--- config.mk ---
export PLATFORM = sky130hd
export DESIGN_NAME = nat_mapping_table
export DESIGN_NICKNAME = d
export VERILOG_FILES = /design/src/hw/rtl/nmt_pkg.sv /design/src/hw/rtl/nat_mapping_table.sv
export SDC_FILE = /design/constraint.sdc
export NUM_CORES = 2
export LEC_CHECK = 0
export ABC_AREA = 1
export BUFFER_PORTS_ARGS = -buffer_cell sky130_fd_sc_hd__buf_2
export CAP_MARGIN = 25
export CORE_UTILIZATION = 40
export CTS_CLUSTER_DIAMETER = 80
export CTS_CLUSTER_SIZE = 12
export DETAILED_ROUTE_END_ITERATION = 10
export PLACE_DENSITY = 0.54
export SYNTH_ARGS = -nofsm -noshare
export SYNTH_HDL_FRONTEND = slang
export SYNTH_SLANG_ARGS = --single-unit
export TNS_END_PERCENT = 10
--- constraint.sdc ---
create_clock -name i_clk -period 20.3 [get_ports i_clk]
set_clock_uncertainty 0.2 [all_clocks]
set_input_delay 3.045 -clock i_clk [delete_from_list [all_inputs] [get_ports i_clk]]
set_output_delay 3.045 -clock i_clk [all_outputs]
set_load 0.005 [all_outputs]
--- src/hw/rtl/nmt_pkg.sv ---
`default_nettype none

package nmt_pkg;

    localparam int TABLE_DEPTH_DEF = 32;

    localparam int IP_W   = 32;
    localparam int PORT_W = 16;
    localparam int AGE_W  = 16;

    localparam logic [PORT_W-1:0] MIN_PORT_RST = 16'd1024;
    localparam logic [PORT_W-1:0] MAX_PORT_RST = 16'd65535;

    localparam logic [1:0] OP_LOOKUP_INT = 2'd0;
    localparam logic [1:0] OP_LOOKUP_EXT = 2'd1;
    localparam logic [1:0] OP_INSERT     = 2'd2;
    localparam logic [1:0] OP_REMOVE     = 2'd3;

    localparam logic [1:0] ST_HIT  = 2'd0;
    localparam logic [1:0] ST_NEW  = 2'd1;
    localparam logic [1:0] ST_MISS = 2'd2;
    localparam logic [1:0] ST_FULL = 2'd3;

    localparam logic CFG_MIN_PORT = 1'b0;
    localparam logic CFG_MAX_PORT = 1'b1;

    typedef struct packed {
        logic              valid;
        logic              kind;
        logic [IP_W-1:0]   in_addr;
        logic [PORT_W-1:0] in_port;
        logic [PORT_W-1:0] ex_port;
        logic [AGE_W-1:0]  stamp;
    } t_entry;

endpackage

`default_nettype wire

--- src/hw/rtl/nat_mapping_table.sv ---
// operation: an accepted word is compared with every entry of the memory, read through its
//   single read port, one entry per cycle, and the result is then registered in the final
//   state; no new word is taken until that result leaves the final state, and a result
//   held by the receiver holds the next word in the final state
// reset: synchronous, active low; afterwards a clearing pass invalidates every entry in
//   turn, and no word is taken until it ends
`default_nettype none

module nat_mapping_table #(
    parameter int TABLE_DEPTH = nmt_pkg::TABLE_DEPTH_DEF
) (
    input  wire logic        i_clk,
    input  wire logic        i_rst_n,

    input  wire logic        i_cfg_wr_en,
    input  wire logic        i_cfg_index,
    input  wire logic [15:0] i_cfg_wdata,

    input  wire logic        i_in_valid,
    output logic             o_in_ready,
    input  wire logic [1:0]  i_opcode,
    input  wire logic        i_map_type,
    input  wire logic [31:0] i_internal_ip,
    input  wire logic [15:0] i_internal_port,
    input  wire logic [15:0] i_external_port,

    output logic             o_out_valid,
    input  wire logic        i_out_ready,
    output logic [1:0]       o_status,
    output logic             o_out_type,
    output logic [31:0]      o_out_internal_ip,
    output logic [15:0]      o_out_internal_port,
    output logic [15:0]      o_out_external_port
);
    import nmt_pkg::*;

    localparam int AW = (TABLE_DEPTH > 1) ? $clog2(TABLE_DEPTH) : 1;
    localparam int CW = $clog2(TABLE_DEPTH + 1);

    localparam logic [1:0] S_CLEAR = 2'd0;
    localparam logic [1:0] S_IDLE  = 2'd1;
    localparam logic [1:0] S_SCAN  = 2'd2;
    localparam logic [1:0] S_FIN   = 2'd3;

    logic [1:0]        r_state;
    logic [CW-1:0]     r_cnt;
    logic              r_eval;
    logic [AW-1:0]     r_eval_idx;

    logic [PORT_W-1:0] r_min;
    logic [PORT_W-1:0] r_max;
    logic [AGE_W-1:0]  r_ins_cnt;
    logic [PORT_W-1:0] r_tcp_next;
    logic [PORT_W-1:0] r_icmp_next;

    logic [1:0]        r_op;
    logic              r_kind;
    logic [IP_W-1:0]   r_ip;
    logic [PORT_W-1:0] r_iport;
    logic [PORT_W-1:0] r_eport;

    logic              r_found;
    logic [AW-1:0]     r_best_idx;
    logic [AGE_W-1:0]  r_best_age;
    t_entry            r_best;
    logic              r_free_found;
    logic [AW-1:0]     r_free_idx;

    logic              r_out_valid;
    logic [1:0]        r_status;
    logic              r_out_type;
    logic [IP_W-1:0]   r_out_ip;
    logic [PORT_W-1:0] r_out_iport;
    logic [PORT_W-1:0] r_out_eport;

    t_entry            r_mem [TABLE_DEPTH];
    t_entry            r_rd_data;

    logic              mem_we;
    logic [AW-1:0]     mem_wa;
    t_entry            mem_wd;
    logic [AW-1:0]     mem_ra;

    logic              in_acc;
    logic              out_free;
    logic              key_match;
    logic [AGE_W-1:0]  age;
    logic              take_best;
    logic [PORT_W-1:0] port_sel;
    logic [PORT_W:0]   port_inc;
    logic [PORT_W-1:0] port_next;
    logic              fin_go;
    logic              do_insert;
    logic              do_remove;

    assign in_acc   = i_in_valid && o_in_ready;
    assign out_free = !r_out_valid || i_out_ready;
    assign fin_go   = (r_state == S_FIN) && out_free;
    assign mem_ra   = r_cnt[AW-1:0];

    // entry compare on the registered read word
    always_comb begin
        if (r_op == OP_LOOKUP_INT || r_op == OP_INSERT) begin
            key_match = r_rd_data.valid && (r_rd_data.kind == r_kind) &&
                        (r_rd_data.in_addr == r_ip) && (r_rd_data.in_port == r_iport);
        end else begin
            key_match = r_rd_data.valid && (r_rd_data.kind == r_kind) &&
                        (r_rd_data.ex_port == r_eport);
        end
        age       = r_ins_cnt - r_rd_data.stamp;
        take_best = r_eval && key_match && (!r_found || (age < r_best_age));
    end

    // port allocation with wrap
    always_comb begin
        port_sel  = r_kind ? r_tcp_next : r_icmp_next;
        port_inc  = {1'b0, port_sel} + {{PORT_W{1'b0}}, 1'b1};
        port_next = (port_inc > {1'b0, r_max}) ? r_min : port_inc[PORT_W-1:0];
    end

    assign do_insert = fin_go && (r_op == OP_INSERT) && !r_found && r_free_found;
    assign do_remove = fin_go && (r_op == OP_REMOVE) && r_found;

    always_comb begin
        mem_we = 1'b0;
        mem_wa = r_cnt[AW-1:0];
        mem_wd = '0;
        if (r_state == S_CLEAR) begin
            mem_we = 1'b1;
        end else if (do_insert) begin
            mem_we         = 1'b1;
            mem_wa         = r_free_idx;
            mem_wd.valid   = 1'b1;
            mem_wd.kind    = r_kind;
            mem_wd.in_addr = r_ip;
            mem_wd.in_port = r_iport;
            mem_wd.ex_port = port_sel;
            mem_wd.stamp   = r_ins_cnt;
        end else if (do_remove) begin
            mem_we       = 1'b1;
            mem_wa       = r_best_idx;
            mem_wd       = r_best;
            mem_wd.valid = 1'b0;
        end
    end

    always_ff @(posedge i_clk) begin
        if (mem_we) begin
            r_mem[mem_wa] <= mem_wd;
        end
        r_rd_data <= r_mem[mem_ra];
    end

    // sequencer
    always_ff @(posedge i_clk) begin
        if (!i_rst_n) begin
            r_state     <= S_CLEAR;
            r_cnt       <= '0;
            r_eval      <= 1'b0;
            r_min       <= MIN_PORT_RST;
            r_max       <= MAX_PORT_RST;
            r_ins_cnt   <= '0;
            r_tcp_next  <= MIN_PORT_RST;
            r_icmp_next <= MIN_PORT_RST;
            r_out_valid <= 1'b0;
        end else begin
            if (i_cfg_wr_en) begin
                if (i_cfg_index == CFG_MIN_PORT) begin
                    r_min <= i_cfg_wdata;
                end else begin
                    r_max <= i_cfg_wdata;
                end
            end
            if (r_out_valid && i_out_ready) begin
                r_out_valid <= 1'b0;
            end
            r_eval <= 1'b0;
            unique case (r_state)
                S_CLEAR: begin
                    if (r_cnt == CW'(TABLE_DEPTH - 1)) begin
                        r_cnt   <= '0;
                        r_state <= S_IDLE;
                    end else begin
                        r_cnt <= r_cnt + 1'b1;
                    end
                end
                S_IDLE: begin
                    if (in_acc) begin
                        r_cnt   <= '0;
                        r_state <= S_SCAN;
                    end
                end
                S_SCAN: begin
                    if (r_cnt == CW'(TABLE_DEPTH)) begin
                        r_state <= S_FIN;
                    end else begin
                        r_eval <= 1'b1;
                        r_cnt  <= r_cnt + 1'b1;
                    end
                end
                S_FIN: begin
                    if (out_free) begin
                        r_out_valid <= 1'b1;
                        r_cnt       <= '0;
                        r_state     <= S_IDLE;
                        if (do_insert) begin
                            r_ins_cnt <= r_ins_cnt + 1'b1;
                            if (r_kind) begin
                                r_tcp_next <= port_next;
                            end else begin
                                r_icmp_next <= port_next;
                            end
                        end
                    end
                end
                default: begin
                    r_state <= S_IDLE;
                end
            endcase
        end
    end

    // scan bookkeeping and result payload
    always_ff @(posedge i_clk) begin
        r_eval_idx <= mem_ra;
        if (in_acc) begin
            r_op         <= i_opcode;
            r_kind       <= i_map_type;
            r_ip         <= i_internal_ip;
            r_iport      <= i_internal_port;
            r_eport      <= i_external_port;
            r_found      <= 1'b0;
            r_free_found <= 1'b0;
        end else begin
            if (take_best) begin
                r_found    <= 1'b1;
                r_best_idx <= r_eval_idx;
                r_best_age <= age;
                r_best     <= r_rd_data;
            end
            if (r_eval && !r_rd_data.valid && !r_free_found) begin
                r_free_found <= 1'b1;
                r_free_idx   <= r_eval_idx;
            end
        end
        if (fin_go) begin
            if (r_found) begin
                r_status    <= (r_op == OP_REMOVE) ? ST_NEW : ST_HIT;
                r_out_type  <= r_best.kind;
                r_out_ip    <= r_best.in_addr;
                r_out_iport <= r_best.in_port;
                r_out_eport <= r_best.ex_port;
            end else if (do_insert) begin
                r_status    <= ST_NEW;
                r_out_type  <= r_kind;
                r_out_ip    <= r_ip;
                r_out_iport <= r_iport;
                r_out_eport <= port_sel;
            end else begin
                r_status    <= (r_op == OP_INSERT) ? ST_FULL : ST_MISS;
                r_out_type  <= 1'b0;
                r_out_ip    <= '0;
                r_out_iport <= '0;
                r_out_eport <= '0;
            end
        end
    end

    assign o_in_ready          = (r_state == S_IDLE);
    assign o_out_valid         = r_out_valid;
    assign o_status            = r_status;
    assign o_out_type          = r_out_type;
    assign o_out_internal_ip   = r_out_ip;
    assign o_out_internal_port = r_out_iport;
    assign o_out_external_port = r_out_eport;

endmodule

`default_nettype wire

Yosys cells after proc, flatten, opt, wreduce, memory -nomap -nowiden
Memories as Yosys holds them, arrays and structs flattened. A register that Yosys moved wholly into a read port is not among the register bits.
Index checks and enable logic that the tools add are counted.
Storage, ports and cells
  bits in registers: 338
  bits in writable memories: 2624
  bits of input ports: 89
  output and inout bits: 69
  memories kept: 1
Memory list
  r_mem: depth 32, bits a word 82, read ports 1, clocked after Yosys merged registers in 1, write ports 1, line nat_mapping_table.sv:76  | t_entry r_mem [TABLE_DEPTH];
Operators by class
  $add $sub $neg: 4
  $lt $le $gt $ge: 2
  equality and inequality tests: 16
  multiplexer cells: 40
  bitwise logic cells: 3
  reductions and logical operators: 35
Operator list (number)
  82-bit two-way mux: 2
  16-bit two-way mux: 6
  81-bit two-way mux: 1
  32-bit two-way mux: 2
  16-bit equality test: 2
  32-bit equality test: 1
  6-bit two-way mux: 4
  6-bit one-hot mux with 4 select lines: 1
  16-bit by 1-bit adder with 17-bit output, second input constant: 1
  17-bit by 16-bit > comparator with 1-bit output: 1
  16-bit by 1-bit adder with 16-bit output, second input constant: 1
  1-bit logical AND: 16
  16-bit less-than comparator: 1
  16-bit subtractor: 1
  5-bit two-way mux: 3
  1-bit two-way mux: 14
  2-bit two-way mux: 6
  4-bit AND reduction: 3
  2-bit AND reduction: 5
  2-bit equality test, second input constant: 4
  2-bit one-hot mux with 4 select lines: 1
  6-bit by 1-bit adder with 6-bit output, second input constant: 1
  6-bit by 5-bit equality test with 1-bit output, second input constant: 1
  6-bit equality test, second input constant: 1
  9 further kinds: 21

Depth between registers and ports, before layout
  word-level depth: 10
  gate-level depth with buffers: 30

Least setup slack after synthesis
Ideal clock, no wire load.
  path kind: input port to flip-flop
  start: input i_out_ready
  end: memory r_mem[1][0] in the netlist's numbering, enable pin
  arrival: 11.432 ns
  required time: 19.577 ns
  setup slack: 8.145 ns
  cell stages on the path: 11
  cell sequence: nor2_1 -> nor2_1 -> nand2_1 -> nor2_2 -> inv_1 -> or2_2 -> nand3_1 -> nand2_1 -> inv_1 -> nand2_1 -> nor2_1
On the way
  longest elaborated chain between the ends: 9
  elaborated cells on any way between the ends: 15
  those cells by class: mux (8); reduce/logical (7)
RTL lines
  from (decl): line nat_mapping_table.sv:28  | input wire logic i_out_ready,
  1-bit logical OR (*): line nat_mapping_table.sv:97  | assign out_free = !r_out_valid || i_out_ready;
  1-bit logical AND (*): line nat_mapping_table.sv:98  | assign fin_go = (r_state == S_FIN) && out_free;
  via fin_go: line nat_mapping_table.sv:92  | logic fin_go;
  1-bit logical AND, on equally long branches (2 in a row): line nat_mapping_table.sv:122, nat_mapping_table.sv:121
  1-bit two-way mux or 1-bit logical AND (tied branches): line nat_mapping_table.sv:139, nat_mapping_table.sv:121
  1-bit two-way mux: line nat_mapping_table.sv:130  | end else if (do_insert) begin
  1-bit two-way mux: line nat_mapping_table.sv:128  | if (r_state == S_CLEAR) begin
  1-bit two-way mux: line nat_mapping_table.sv:148  | if (mem_we) begin
  1-bit two-way mux (not written as such): line nat_mapping_table.sv:149  | r_mem[mem_wa] <= mem_wd;
  to (decl): line nat_mapping_table.sv:76
Mark *: on every way through the listed nets, which the timed path passes. The rest lies on a longest branch.

Final worst setup path
  start: input i_out_ready
  end: memory r_mem[18][40] in the netlist's numbering, enable pin
Same word-level chain as after synthesis.

==> impl_metrics.py <==
metrics = {
    "outcome": {
        "status": "completed",
    },
    "layout": {
        "multi_input_area_um2": 27280,
        "ff_latch_area_um2": 89640,
        "syn_to_final_growth_pct": 12.26,
        "num-fill-cells": 26390,
        "drive_above_1_share_pct": 9.206,
        "final_nets": 9517,
        "final_common_cell": "edfxtp_1",
        "final_cell_mix": "edfxtp_1, nor2_1, o21ai_0",
    },
    "timing": {
        "final-hold-violation-count": 0,
        "rsz0062_at_grt": "false",
        "timing.final.crit_share_pct": 43.88,
        "setup_viol": 0,
        "slew_viol_final": 0,
        "fmax_mhz": 112.3,
        "tightestPinTransition_ns": 1.167,
        "slew-limit-headroom_pct": 22.17,
        "tns_ns": 0,
        "post-route-min-period_ns": 8.909,
    },
    "critical_path": {
        "endpoint_kind": "flop",
        "cp-start-kind": "input port",
        "required_ns": 20.59,
        "cpPeakStageDelay_ns": 1.05,
        "cp_common_cell": "buf_4",
        "cp_slowest_cell": "nor2_4",
        "path_max_fanout": 36,
        "r2r_cells": 13,
        "critical_path_arrival_ns": 9.20,
        "r2r_slack_ns": 13.33,
        "timing.rr.end": "r_mem[18][40]",
        "path_cells": "buf_2 > nor2_1 > nor2_4 > nand2_1 > buf_4 > clkinv_2 > o21ai_1 > nand2_1 > o211ai_1 > nand3_1 > nor2_4 > buf_4 > buf_4",
        "critPathKind": "in -> reg",
        "r2r-start": "o_out_valid",
    },
    "clock_network": {
        "cts.sinks": 3044,
        "clockBufferDepth": 4,
        "clk_latency_ns": 0.87,
        "cts_buffers": 295,
        "cts_hold_buf": 0,
        "cts-resized-gates": 0,
        "cts.htree.levels": 5,
        "path_clk_slew_ns": 0.06,
        "root_buffer": "clkbuf_16",
        "cts_setup_buffers": 0,
        "tritoncts": "built",
    },
    "die": {
        "core_um2": 297000,
        "io_pins": 158,
        "die_w_um": 548.6,
        "die_h_um": 548.6,
        "die_area_um2": 301000,
        "initial_core_util_pct": 40.24,
        "rows": 200,
    },
    "power_and_ir_drop": {
        "power_density_nw_per_um2": 129.9,
        "leakagePower_nw": 49.31,
        "ir_worst_vdd_mv": 0.1316,
        "swShare_pct": 34.60,
        "pwr-share-clk_pct": 29.0,
        "internal_power_mw": 11.40,
        "comb_power_share_pct": 28.4,
        "p_seq_share_pct": 42.6,
        "total_power_mw": 17.43,
        "switching_power_mw": 6.030,
    },
    "global_routing": {
        "grt.total_usage_pct": 23.69,
        "grt_pass1_vias": 74550,
        "grt_max_degree": 216,
        "antenna_found_initial": 31,
        "grt_pass1_wl_um": 525200,
        "overflow": 0,
    },
    "yosys": {
        "synth_cells": 9319,
        "seq_area_frac_synth_pct": 74.98,
        "synth_edf_count": 2865,
        "synth_top_family_by_area": "compound AO/OA/AOI/OAI gates",
        "synth.distinct_cells": 50,
        "post_synth.cell_area_avg_um2": 12.82,
        "synthXorXnorAreaFrac_pct": 0.4460,
        "netlist_area_um2": 119500,
        "synth_compound_area_share_pct": 12.09,
        "muxShareOfSynthArea_pct": 0,
        "yosys_most_used_dff": "edfxtp_1",
        "synth_nets": 9465,
        "synthAdderAreaFrac_pct": 0.6030,
        "yosys.area_share.simple_pct": 9.021,
        "async_reset_ff_share_pct": 0,
        "ys_ff_latch": 3044,
        "yosys_warnings": 0,
    },
    "route": {
        "vias": 78210,
        "routed.top_layer": "met5",
        "dr_wl_met3_um": 30860,
        "wire_per_inst_um": 27.03,
        "drc_errors": 0,
        "met2_length_um": 167700,
        "dr.pass1.iters": 6,
        "met1_length_um": 156900,
        "drtIter0Drc": 8797,
        "ant_nets": 0,
        "vias_per_cell": 5.788,
        "routed_wl_um": 365200,
    },
    "worst_hold_path": {
        "hp-class": "reg -> reg",
        "whs_path_depth": 0,
        "worstHoldStart": "r_rd_data[49]",
        "worstHoldEndpoint": "r_best[49]",
    },
    "flow_run": {
        "drv_cap": 0,
    },
    "place": {
        "hpwl_um": 200000,
        "place.gp.congestion": 0.8544,
        "portBuffers": 157,
    },
}
-- metrics by stage --
stage | hold WS, ns | cell area, µm² | worst slack (ns) | util [%] | cells
floorplan | 0.1290 | 119500 | 8.145 | - | 9319
global placement | 0.2080 | 125100 | 10.80 | 42.12 | 12980
detailed placement | 0.2186 | 125500 | 10.63 | 42.25 | 13000
CTS | 0.2001 | 133900 | 11.54 | 45.08 | 13490
global route | 0.2255 | 134100 | 11.26 | 45.16 | 13510
finish | 0.2090 | 134200 | 11.39 | 45.17 | 13510
-- power groups by stage --
stage          logic, mW  registers (mW)  clock network, mW
6_report            4.94            7.43               5.06
5_1_grt             5.41            7.45               5.37
4_1_cts             4.92            7.42               5.14
3_5_place_dp        4.91            7.55                  0
3_3_place_gp        4.82            7.55                  0
2_1_floorplan       3.24            7.46                  0
-- area by class of cell --
type | count | area share, %
Antenna cell | 13 | 0.02425
Tap cell | 3939 | 3.674
Multi-Input combinational cell | 5425 | 20.34
Clock buffer | 469 | 6.116
Inverter | 227 | 0.6621
Clock inverter | 16 | 0.1455
Sequential cell | 3044 | 66.81
Timing Repair Buffer | 378 | 2.230
-- synthesized netlist by cell type, types with 56 or more instances --
library cell / number / area, µm²
a21oi_1: 147 / 735.7
buf_2: 125 / 625.6
clkbuf_1: 466 / 1749
dfxtp_1: 179 / 3583
edfxtp_1: 2865 / 86030
ha_1: 56 / 700.7
inv_1: 215 / 807.0
nand2_1: 605 / 2271
nand3_1: 182 / 910.9
nor2_1: 1833 / 6880
o21ai_0: 1519 / 7602
o221ai_1: 114 / 998.5
o22ai_1: 617 / 3860
-- critical path: cells and delay by family --
family	cells	cell delay (ns)
AOI/OAI and AO/OA	2	0.98
buffers and inverters	5	2.18
and+or+nand+nor	6	2.79
-- layer usage --
metal	global-route usage, %	vias to the layer above
li1	-	34390
met2	37.57	3363
met5	0	-
met3	4.047	514
met1	33.63	39940
met4	6.490	2
-- state kept, by name, indices dropped and copies added (netlist names), 32 cells and up --
| register | count |
|---|---|
| r_rd_data | 82 |
| r_best | 81 |
| r_mem | 2624 |
| o_out_internal_ip | 32 |
| r_ip | 32 |
-- cell families (layout without fill, tap and decap cells) --
| family | after synthesis | in the layout |
|---|---|---|
| AO/OA/AOI/OAI | 2573 | 2573 |
| XOR/XNOR | 60 | 60 |
| adder cells (fa/ha/maj) | 57 | 57 |
| buffers and inverters | 850 | 1090 |
| flip-flops | 3044 | 3044 |
| other | 0 | 13 |
| AND/OR/NAND/NOR | 2735 | 2735 |
-- worst max-delay path by stage --
stage,from,end,slack [ns],cells past startpoint
after global routing,i_out_ready,r_mem[18][40],11.26,13
after detailed placement,i_out_ready,r_mem[18][48],10.63,13
final,i_out_ready,r_mem[18][40],11.39,13
after floorplan,i_out_ready,r_mem[1][0],8.15,11
after global placement,i_out_ready,r_mem[18][48],10.80,13
after CTS,i_out_ready,r_mem[18][40],11.54,13
No activity file was read; power rests on OpenSTA's default activity.
